File: src/rtl/core/trb_pkg.sv
// package for the timed retry buffer: sizes, codes and shared types
// no dependencies
`default_nettype none

package trb_pkg;

  localparam int SlotCount = 16;
  localparam int IdxW      = (SlotCount > 1) ? $clog2(SlotCount) : 1;
  localparam int CntW      = $clog2(SlotCount + 1);

  localparam int HandleW   = 16;
  localparam int TimeW     = 64;
  localparam int PenaltyW  = 32;
  localparam int FreeW     = 5;
  localparam int StatusW   = 3;

  localparam int InDataW   = TimeW + HandleW + PenaltyW + TimeW;
  localparam int OutFieldW = HandleW + TimeW + TimeW + FreeW;
  localparam int OutDataW  = ((OutFieldW + 7) / 8) * 8;
  localparam int OutPadW   = OutDataW - OutFieldW;

  localparam int AddrW     = 3;
  localparam int RegIdxW   = 1;
  localparam logic [RegIdxW-1:0] RegRetryEnable = 1'b0;

  typedef enum logic {
    OpFetch  = 1'b0,
    OpInsert = 1'b1
  } op_e;

  typedef enum logic [StatusW-1:0] {
    StReady    = 3'd0,
    StTakeNew  = 3'd1,
    StFullWait = 3'd2,
    StInserted = 3'd3,
    StRejected = 3'd4
  } status_e;

  typedef enum logic [1:0] {
    EngIdle,
    EngScanFetch,
    EngScanInsert,
    EngFinish
  } eng_state_e;

  typedef struct packed {
    op_e                 op;
    logic [TimeW-1:0]    now;
    logic [HandleW-1:0]  handle;
    logic [PenaltyW-1:0] penalty;
    logic [TimeW-1:0]    start;
  } req_t;

  typedef struct packed {
    logic [TimeW-1:0]   start;
    logic [TimeW-1:0]   ready;
    logic [HandleW-1:0] handle;
  } slot_t;

  typedef struct packed {
    status_e            status;
    logic [HandleW-1:0] handle;
    logic [TimeW-1:0]   start;
    logic [TimeW-1:0]   wait_until;
    logic [FreeW-1:0]   free_count;
  } res_t;

endpackage

`default_nettype wire

File: src/rtl/core/trb_slot_ram.sv
// slot store: handle, ready time and start time per slot, one write and one read port
// depends on trb_pkg
`default_nettype none

module trb_slot_ram (
  input  wire logic                          clk_i,
  input  wire logic                          we_i,
  input  wire logic [trb_pkg::IdxW-1:0]      waddr_i,
  input  wire trb_pkg::slot_t                wdata_i,
  input  wire logic                          re_i,
  input  wire logic [trb_pkg::IdxW-1:0]      raddr_i,
  output trb_pkg::slot_t                     rdata_o
);

  trb_pkg::slot_t mem_q [trb_pkg::SlotCount];
  trb_pkg::slot_t rdata_q;

  always_ff @(posedge clk_i) begin
    if (we_i) begin
      mem_q[waddr_i] <= wdata_i;
    end
  end

  always_ff @(posedge clk_i) begin
    if (re_i) begin
      rdata_q <= mem_q[raddr_i];
    end
  end

  assign rdata_o = rdata_q;

endmodule

`default_nettype wire

File: src/rtl/core/trb_engine.sv
// retry engine: valid bits, free count and the slot scan over the slot store
// depends on trb_pkg and trb_slot_ram
`default_nettype none

module trb_engine (
  input  wire logic           clk_i,
  input  wire logic           rst_ni,
  input  wire logic           enable_i,
  input  wire logic           req_valid_i,
  output logic                req_ready_o,
  input  wire trb_pkg::req_t  req_i,
  output logic                res_valid_o,
  input  wire logic           res_ready_i,
  output trb_pkg::res_t       res_o
);

  localparam int IdxW  = trb_pkg::IdxW;
  localparam int CntW  = trb_pkg::CntW;
  localparam int FreeW = trb_pkg::FreeW;
  localparam int TimeW = trb_pkg::TimeW;
  localparam int Slots = trb_pkg::SlotCount;

  trb_pkg::eng_state_e state_q, state_d;
  logic [Slots-1:0]    valid_q, valid_d;
  logic [CntW-1:0]     empty_q, empty_d;
  logic [CntW-1:0]     iss_q, iss_d;
  logic                chk_v_q, chk_v_d;
  logic [IdxW-1:0]     chk_idx_q, chk_idx_d;
  logic [TimeW-1:0]    earliest_q, earliest_d, earliest_n;
  trb_pkg::req_t       req_q, req_d;
  trb_pkg::res_t       res_q, res_d;

  logic           rd_en;
  logic           wr_en;
  trb_pkg::slot_t wr_data;
  trb_pkg::slot_t rd_data;
  logic           hit;
  logic           last;
  logic           iss_free;

  trb_slot_ram u_ram (
    .clk_i   (clk_i),
    .we_i    (wr_en),
    .waddr_i (iss_q[IdxW-1:0]),
    .wdata_i (wr_data),
    .re_i    (rd_en),
    .raddr_i (iss_q[IdxW-1:0]),
    .rdata_o (rd_data)
  );

  assign hit        = chk_v_q && valid_q[chk_idx_q] && (req_q.now > rd_data.ready);
  assign last       = (chk_idx_q == IdxW'(Slots - 1));
  assign iss_free   = !valid_q[iss_q[IdxW-1:0]];
  assign earliest_n = (valid_q[chk_idx_q] && (rd_data.ready < earliest_q)) ?
                      rd_data.ready : earliest_q;

  // next state
  always_comb begin
    state_d = state_q;
    case (state_q)
      trb_pkg::EngIdle: begin
        if (req_valid_i) begin
          if (!enable_i) begin
            state_d = trb_pkg::EngFinish;
          end else if (req_i.op == trb_pkg::OpInsert) begin
            state_d = (empty_q == '0) ? trb_pkg::EngFinish : trb_pkg::EngScanInsert;
          end else begin
            state_d = trb_pkg::EngScanFetch;
          end
        end
      end
      trb_pkg::EngScanFetch: begin
        if (chk_v_q && (hit || last)) begin
          state_d = trb_pkg::EngFinish;
        end
      end
      trb_pkg::EngScanInsert: begin
        if (iss_free) begin
          state_d = trb_pkg::EngFinish;
        end
      end
      trb_pkg::EngFinish: begin
        if (res_ready_i) begin
          state_d = trb_pkg::EngIdle;
        end
      end
      default: state_d = trb_pkg::EngIdle;
    endcase
  end

  // outputs and datapath
  always_comb begin
    req_ready_o = (state_q == trb_pkg::EngIdle);
    res_valid_o = (state_q == trb_pkg::EngFinish);
    rd_en       = 1'b0;
    wr_en       = 1'b0;
    wr_data     = '{start: req_q.start,
                    ready: req_q.now + TimeW'(req_q.penalty),
                    handle: req_q.handle};
    valid_d     = valid_q;
    empty_d     = empty_q;
    iss_d       = iss_q;
    chk_v_d     = 1'b0;
    chk_idx_d   = chk_idx_q;
    earliest_d  = earliest_q;
    req_d       = req_q;
    res_d       = res_q;
    case (state_q)
      trb_pkg::EngIdle: begin
        if (req_valid_i) begin
          req_d      = req_i;
          iss_d      = '0;
          earliest_d = '1;
          res_d      = '0;
          res_d.free_count = FreeW'(empty_q);
          if (!enable_i) begin
            res_d.status = (req_i.op == trb_pkg::OpFetch) ?
                           trb_pkg::StTakeNew : trb_pkg::StRejected;
          end else if (req_i.op == trb_pkg::OpInsert) begin
            res_d.status = trb_pkg::StRejected;
          end else begin
            res_d.status = trb_pkg::StTakeNew;
          end
        end
      end
      trb_pkg::EngScanFetch: begin
        rd_en     = (iss_q < CntW'(Slots));
        chk_v_d   = rd_en;
        chk_idx_d = iss_q[IdxW-1:0];
        if (rd_en) begin
          iss_d = iss_q + 1'b1;
        end
        if (chk_v_q) begin
          if (hit) begin
            chk_v_d            = 1'b0;
            valid_d[chk_idx_q] = 1'b0;
            empty_d            = empty_q + 1'b1;
            res_d.status       = trb_pkg::StReady;
            res_d.handle       = rd_data.handle;
            res_d.start        = rd_data.start;
            res_d.free_count   = FreeW'(empty_q + 1'b1);
          end else begin
            earliest_d = earliest_n;
            if (last) begin
              chk_v_d = 1'b0;
              if (empty_q == '0) begin
                res_d.status     = trb_pkg::StFullWait;
                res_d.wait_until = earliest_n;
              end else begin
                res_d.status = trb_pkg::StTakeNew;
              end
            end
          end
        end
      end
      trb_pkg::EngScanInsert: begin
        if (iss_free) begin
          wr_en                     = 1'b1;
          valid_d[iss_q[IdxW-1:0]]  = 1'b1;
          empty_d                   = empty_q - 1'b1;
          res_d.status              = trb_pkg::StInserted;
          res_d.free_count          = FreeW'(empty_q - 1'b1);
        end else begin
          iss_d = iss_q + 1'b1;
        end
      end
      trb_pkg::EngFinish: begin
      end
      default: begin
      end
    endcase
  end

  always_ff @(posedge clk_i or negedge rst_ni) begin
    if (!rst_ni) begin
      state_q <= trb_pkg::EngIdle;
      valid_q <= '0;
      empty_q <= CntW'(Slots);
      iss_q   <= '0;
      chk_v_q <= 1'b0;
    end else begin
      state_q <= state_d;
      valid_q <= valid_d;
      empty_q <= empty_d;
      iss_q   <= iss_d;
      chk_v_q <= chk_v_d;
    end
  end

  always_ff @(posedge clk_i) begin
    chk_idx_q  <= chk_idx_d;
    earliest_q <= earliest_d;
    req_q      <= req_d;
    res_q      <= res_d;
  end

  assign res_o = res_q;

endmodule

`default_nettype wire

File: src/rtl/core/timed_retry_buffer.sv
// timed retry buffer top level: register port, request unpacking, result register
// depends on trb_pkg and trb_engine
// bypass and rejected insert skip the scan; insert scans up to the lowest free slot;
// fetch scans up to all slots, one slot read from the slot store per cycle
// one request in flight; next request taken in the cycle after its result moves out
// reset clears all valid bits at once and disables the table; no clearing pass
`default_nettype none

module timed_retry_buffer (
  input  wire logic                           clk_i,
  input  wire logic                           rst_ni,
  // request stream
  input  wire logic                           s_axis_tvalid,
  output logic                                s_axis_tready,
  // now_time, item_handle, penalty_delay, first_start_time
  input  wire logic [trb_pkg::InDataW-1:0]    s_axis_tdata,
  // operation
  input  wire logic [0:0]                     s_axis_tuser,
  // result stream
  output logic                                m_axis_tvalid,
  input  wire logic                           m_axis_tready,
  // out_handle, out_start_time, wait_until, free_count, zero pad
  output logic [trb_pkg::OutDataW-1:0]        m_axis_tdata,
  // status
  output logic [trb_pkg::StatusW-1:0]         m_axis_tuser,
  // register port
  input  wire logic                           psel,
  input  wire logic                           penable,
  input  wire logic                           pwrite,
  input  wire logic [trb_pkg::AddrW-1:0]      paddr,
  input  wire logic [31:0]                    pwdata,
  output logic [31:0]                         prdata,
  output logic                                pready
);

  localparam int HandleW  = trb_pkg::HandleW;
  localparam int TimeW    = trb_pkg::TimeW;
  localparam int PenaltyW = trb_pkg::PenaltyW;
  localparam int OutPadW  = trb_pkg::OutPadW;
  localparam int AddrW    = trb_pkg::AddrW;

  logic          enable_q, enable_d;
  logic          out_v_q, out_v_d;
  trb_pkg::res_t out_q;
  trb_pkg::req_t req;
  trb_pkg::res_t res;
  logic          res_valid;
  logic          res_ready;
  logic          reg_sel;

  assign pready  = 1'b1;
  assign reg_sel = (paddr[AddrW-1:2] == trb_pkg::RegRetryEnable);
  assign prdata  = reg_sel ? {31'b0, enable_q} : 32'b0;

  always_comb begin
    enable_d = enable_q;
    if (psel && penable && pwrite && pready && reg_sel) begin
      enable_d = pwdata[0];
    end
  end

  always_comb begin
    req.op      = trb_pkg::op_e'(s_axis_tuser[0]);
    req.now     = s_axis_tdata[TimeW-1:0];
    req.handle  = s_axis_tdata[TimeW +: HandleW];
    req.penalty = s_axis_tdata[TimeW + HandleW +: PenaltyW];
    req.start   = s_axis_tdata[TimeW + HandleW + PenaltyW +: TimeW];
  end

  trb_engine u_engine (
    .clk_i       (clk_i),
    .rst_ni      (rst_ni),
    .enable_i    (enable_q),
    .req_valid_i (s_axis_tvalid),
    .req_ready_o (s_axis_tready),
    .req_i       (req),
    .res_valid_o (res_valid),
    .res_ready_i (res_ready),
    .res_o       (res)
  );

  assign res_ready = !out_v_q || m_axis_tready;

  always_comb begin
    out_v_d = out_v_q;
    if (res_ready) begin
      out_v_d = res_valid;
    end
  end

  always_ff @(posedge clk_i or negedge rst_ni) begin
    if (!rst_ni) begin
      enable_q <= 1'b0;
      out_v_q  <= 1'b0;
    end else begin
      enable_q <= enable_d;
      out_v_q  <= out_v_d;
    end
  end

  always_ff @(posedge clk_i) begin
    if (res_ready && res_valid) begin
      out_q <= res;
    end
  end

  assign m_axis_tvalid = out_v_q;
  assign m_axis_tuser  = out_q.status;
  assign m_axis_tdata  = {{OutPadW{1'b0}}, out_q.free_count, out_q.wait_until,
                          out_q.start, out_q.handle};

endmodule

`default_nettype wire

File: config.mk
export PLATFORM = sky130hd
export DESIGN_NAME = timed_retry_buffer
export DESIGN_NICKNAME = d
export VERILOG_FILES = /design/src/rtl/core/trb_pkg.sv /design/src/rtl/core/trb_slot_ram.sv /design/src/rtl/core/trb_engine.sv /design/src/rtl/core/timed_retry_buffer.sv
export SDC_FILE = /design/constraint.sdc
export NUM_CORES = 2
export LEC_CHECK = 0
export ABC_CLOCK_PERIOD_IN_PS = 22200
export BUFFER_PORTS_ARGS = -buffer_cell sky130_fd_sc_hd__clkbuf_2
export CAP_MARGIN = 10
export CORE_UTILIZATION = 65
export CTS_CLUSTER_SIZE = 40
export DETAILED_ROUTE_END_ITERATION = 10
export PLACE_DENSITY = 0.83
export SLEW_MARGIN = 30
export SYNTH_ARGS = -nofsm -noshare
export SYNTH_HDL_FRONTEND = slang
export SYNTH_SLANG_ARGS = --single-unit
File: constraint.sdc
create_clock -name clk_i -period 22.2 [get_ports clk_i]
set_clock_uncertainty 0.05 [all_clocks]
set_input_delay 2.22 -clock clk_i [delete_from_list [all_inputs] [get_ports clk_i]]
set_output_delay 2.22 -clock clk_i [all_outputs]
set_load 0.02 [all_outputs]
==> summary.txt <==
Synthesis
  – Largest cells by area after synthesis: edfxtp_1 77%, mux4_2 14%, ha_1 1.8%
  – Ys async rst share: 1.02%
  – Syn avg cell area: 22.0 sq um
  – Synth warn: 0
  – Synthesized instance count: 5,299
  – Most used DFF post-synth: edfxtp_1
  – Post-synthesis sequential area ratio: 77.7%
  – EDFF count, synth: 2,996
  – Yosys top cell area share: 77.0%
  – Cell Area, Synth: 117,000 sq um
  – Seq cells post-synth: 3,027
  – Leading area contributor after synthesis: edfxtp_1
  – Synth cell types: 72

Critical path
  – Critical Path Fanout Max: 71
  – Worst setup SP type: flop
  – WP data arrival: 6490 ps
  – CP peak stage delay: 910 ps
  – R2r setup slk: 16,200 ps
  – Crit-path cells: buf_12 > buf_16 > mux4_2 > mux2i_1 > mux2_2 > and2_1 > nand2_1 > nor2_4 > buf_6 > buf_4
  – Path depth of the worst reg2reg path: 10
  – CP Capture Type: flop
  – Worst R2R End: u_engine.u_ram.mem_q[14][124]$_DFFE_PP_
  – Slowest CP cell: dfrtp_4
  – Worst R2R Start: u_engine.iss_q[1]$_DFFE_PN0P_
  – Critical path class: flop to flop
  – Critical Path RT: 22,680 ps

Clock tree
  – Worst-case clock buffer depth: 4
  – Clk root buf: clkbuf_16
  – Reg clk slew, reported paths: 70 ps
  – H-tree depth: 5
  – TritonCTS clock tree: built
  – Worst-Skew Late Latency: 930 ps
  – Post-CTS Resized: 0
  – Post-CTS setup repair buffer count: 0
  – Hold_buf cts: 0
  – Clock sinks: 3,027
  – CTS buffer count: 309

Global routing
  – Total routing usage reported by global routing: 34.2%
  – Vias in the first global route: 61,687
  – GR Overflow Total: 0
  – First-pass GRT wire length: 434,000 um
  – Largest net degree at the start of global routing: 119
  – Initial antenna violation count: 11

Pwr
  – Worst VDD drop: 0.110 mV
  – P per Cell Area: 130 nW/um^2
  – Power consumption: 17.2 mW
  – Total leakage power: 43.5 nW

Min path
  – Hold Crit Class: flop to flop
  – WHS Path Cells: 0
  – Min-delay src: u_engine.res_o[109]$_SDFFCE_PN0P_
  – Hold endpoint: m_axis_tdata[56]$_DFFE_PP_

Place
  – # port buffers: 340
  – Pre-CTS WS: 16,000 ps
  – Routability Congestion: 0.882
  – Hpwl dp: 147,000 um
  – Inst Count DP: 7,874

Floorplanning
  – Die Wd: 426 um
  – FP Rows: 155
  – Top-Level Pins: 409
  – DIE HEIGHT: 426 um
  – Die ar.: 181,000 sq um
  – Placeable Area: 178,000 sq um
  – Initial Utilization: 65.5%

Detailed routing
  – DR vias/cell: 7.12
  – Vias after detailed routing: 59,962
  – Avg WL per Cell: 36.6 um
  – Iter 0 DRT Violations: 8,586
  – DRC: 0
  – Post-route antenna net violation count: 0
  – Final wirelength: 308,000 um
  – Initial DRT Pass Iterations: 6

STA
  – Worst Max-Slew Pin Slew: 1060 ps
  – Final min period: 6000 ps
  – Final worst slack: 16,200 ps
  – Fin crit share: 27.0%
  – Setup TNS: 0 ps
  – Max Fclk: 0.167 GHz
  – RSZ-0062 raised after global routing: no
  – Hold Violations, Final: 0
  – Final setup fails: 0
  – Slew HR: 29.0%
  – WHS: 360 ps
  – Max-slew violations: 0

Finish
  – Fillers: 9,027
  – Layout cells sized above 1: 28.0%
  – Most frequent cells in the layout: 2,996 x edfxtp_1, 728 x mux4_2, 339 x clkbuf_2
  – Commonest non-fill, non-tap cell in the layout: edfxtp_1
  – Nets: 6,225
  – Layout area overhead: 12.9%
  – Final cell count without fillers: 8,422

Status
  – Status: finished, final reports clean

Run
  – Number of maximum-capacitance violations: 0
==> cell families after synthesis <==
logic type,share of synthesized area (%)
AND/OR/NAND/NOR,2.40
AO/OA/AOI/OAI,1.50
other,0.00643
buffers and inverters,1.47
flip-flops,77.7
XOR/XNOR,0.472
adder cells (fa/ha/maj),1.83
multiplexers,14.7
==> synthesized netlist by cell type, types with 6 or more instances <==
cell and count:
o31ai_1 7, nand4_1 43, nor3_1 24, o2bb2ai_1 7, a31oi_1 10, edfxtp_1 2996
nor2_1 132, inv_1 151, o211ai_1 10, and3_1 16, mux4_2 728, nor2b_1 13
nand2_1 139, a21o_1 24, clkbuf_1 144, dfrtp_1 30, xor2_1 22, mux2i_1 68
a21oi_1 79, and2_1 95, a211oi_1 13, nand3_1 50, a41oi_1 10, or3_1 6
xnor2_1 41, nand2b_1 9, buf_1 43, buf_2 27, and4_1 6, o21ai_0 60
buf_4 35, nor4_1 11, ha_1 169
==> report_power, final <==
group	switching [mW]	internal (mW)
registers	0.501	7.53
logic	2.46	1.60
clock network	2.18	2.94
total	5.14	12.1
==> registers in the layout (all words and copies together) (netlist names) <==
signal                  cells
u_engine.u_ram.mem_q     2304
u_engine.req_q            176
u_engine.res_o            152
m_axis_tdata              149
u_engine.u_ram.rdata_o    144
u_engine.earliest_q        64
u_engine.valid_q           16
u_engine.empty_q            5
u_engine.iss_q              5
u_engine.chk_idx_q          4
m_axis_tuser                3
u_engine.state_q            2
enable_q                    1
m_axis_tvalid               1
u_engine.chk_v_q            1
==> worst max-delay path by stage <==
stage | start | endpoint | slack, ps | cells past startpoint
after floorplan | s_axis_tvalid | u_engine.res_o[100]$_SDFFCE_PN0P_ | 13630 | 3
after global placement | u_engine.iss_q[1]$_DFFE_PN0P_ | u_engine.u_ram.mem_q[1][20]$_DFFE_PP_ | 15760 | 9
after detailed placement | u_engine.iss_q[0]$_DFFE_PN0P_ | u_engine.u_ram.mem_q[14][20]$_DFFE_PP_ | 16000 | 9
after CTS | u_engine.iss_q[0]$_DFFE_PN0P_ | u_engine.u_ram.mem_q[14][19]$_DFFE_PP_ | 15840 | 9
after global routing | u_engine.iss_q[1]$_DFFE_PN0P_ | u_engine.u_ram.mem_q[14][127]$_DFFE_PP_ | 16160 | 10
final | u_engine.iss_q[1]$_DFFE_PN0P_ | u_engine.u_ram.mem_q[14][124]$_DFFE_PP_ | 16200 | 10
==> cell type report <==
cell class / instances / area, sq um / area share [%]
antenna: 5 / 12.5 / 0.00948
clock buffer: 372 / 8110 / 6.14
clock inverter: 165 / 1600 / 1.21
inverter: 153 / 574 / 0.435
multi-input combinational: 1899 / 25100 / 19.0
sequential: 3027 / 90800 / 68.8
tap: 2355 / 2950 / 2.23
timing repair buffer: 446 / 2860 / 2.17
==> critical path: cells and delay by family, from the launching register on <==
kind	cells	cell delay, ps
flip-flops	1	910
multiplexers	3	780
AND/OR/NAND/NOR	3	1450
buffers and inverters	4	2300
==> metrics by stage <==
step                area (sq um)  utilization [%]
floorplan                 117000                -
global placement          122000             68.1
detailed placement        122000             68.2
CTS                       131000             73.7
global route              132000             73.9
finish                    132000             73.9
==> per-layer routing <==
layer | vias to the layer above | wire length (um) | global-route usage, %
li1 | 22958 | - | -
met3 | 1098 | 32000 | 6.48
met2 | 5084 | 153000 | 56.0
met4 | 8 | 19500 | 18.9
met1 | 30814 | 103000 | 43.8
met5 | - | 51 | 0
Note: power is estimated with default switching activity, not from simulation.
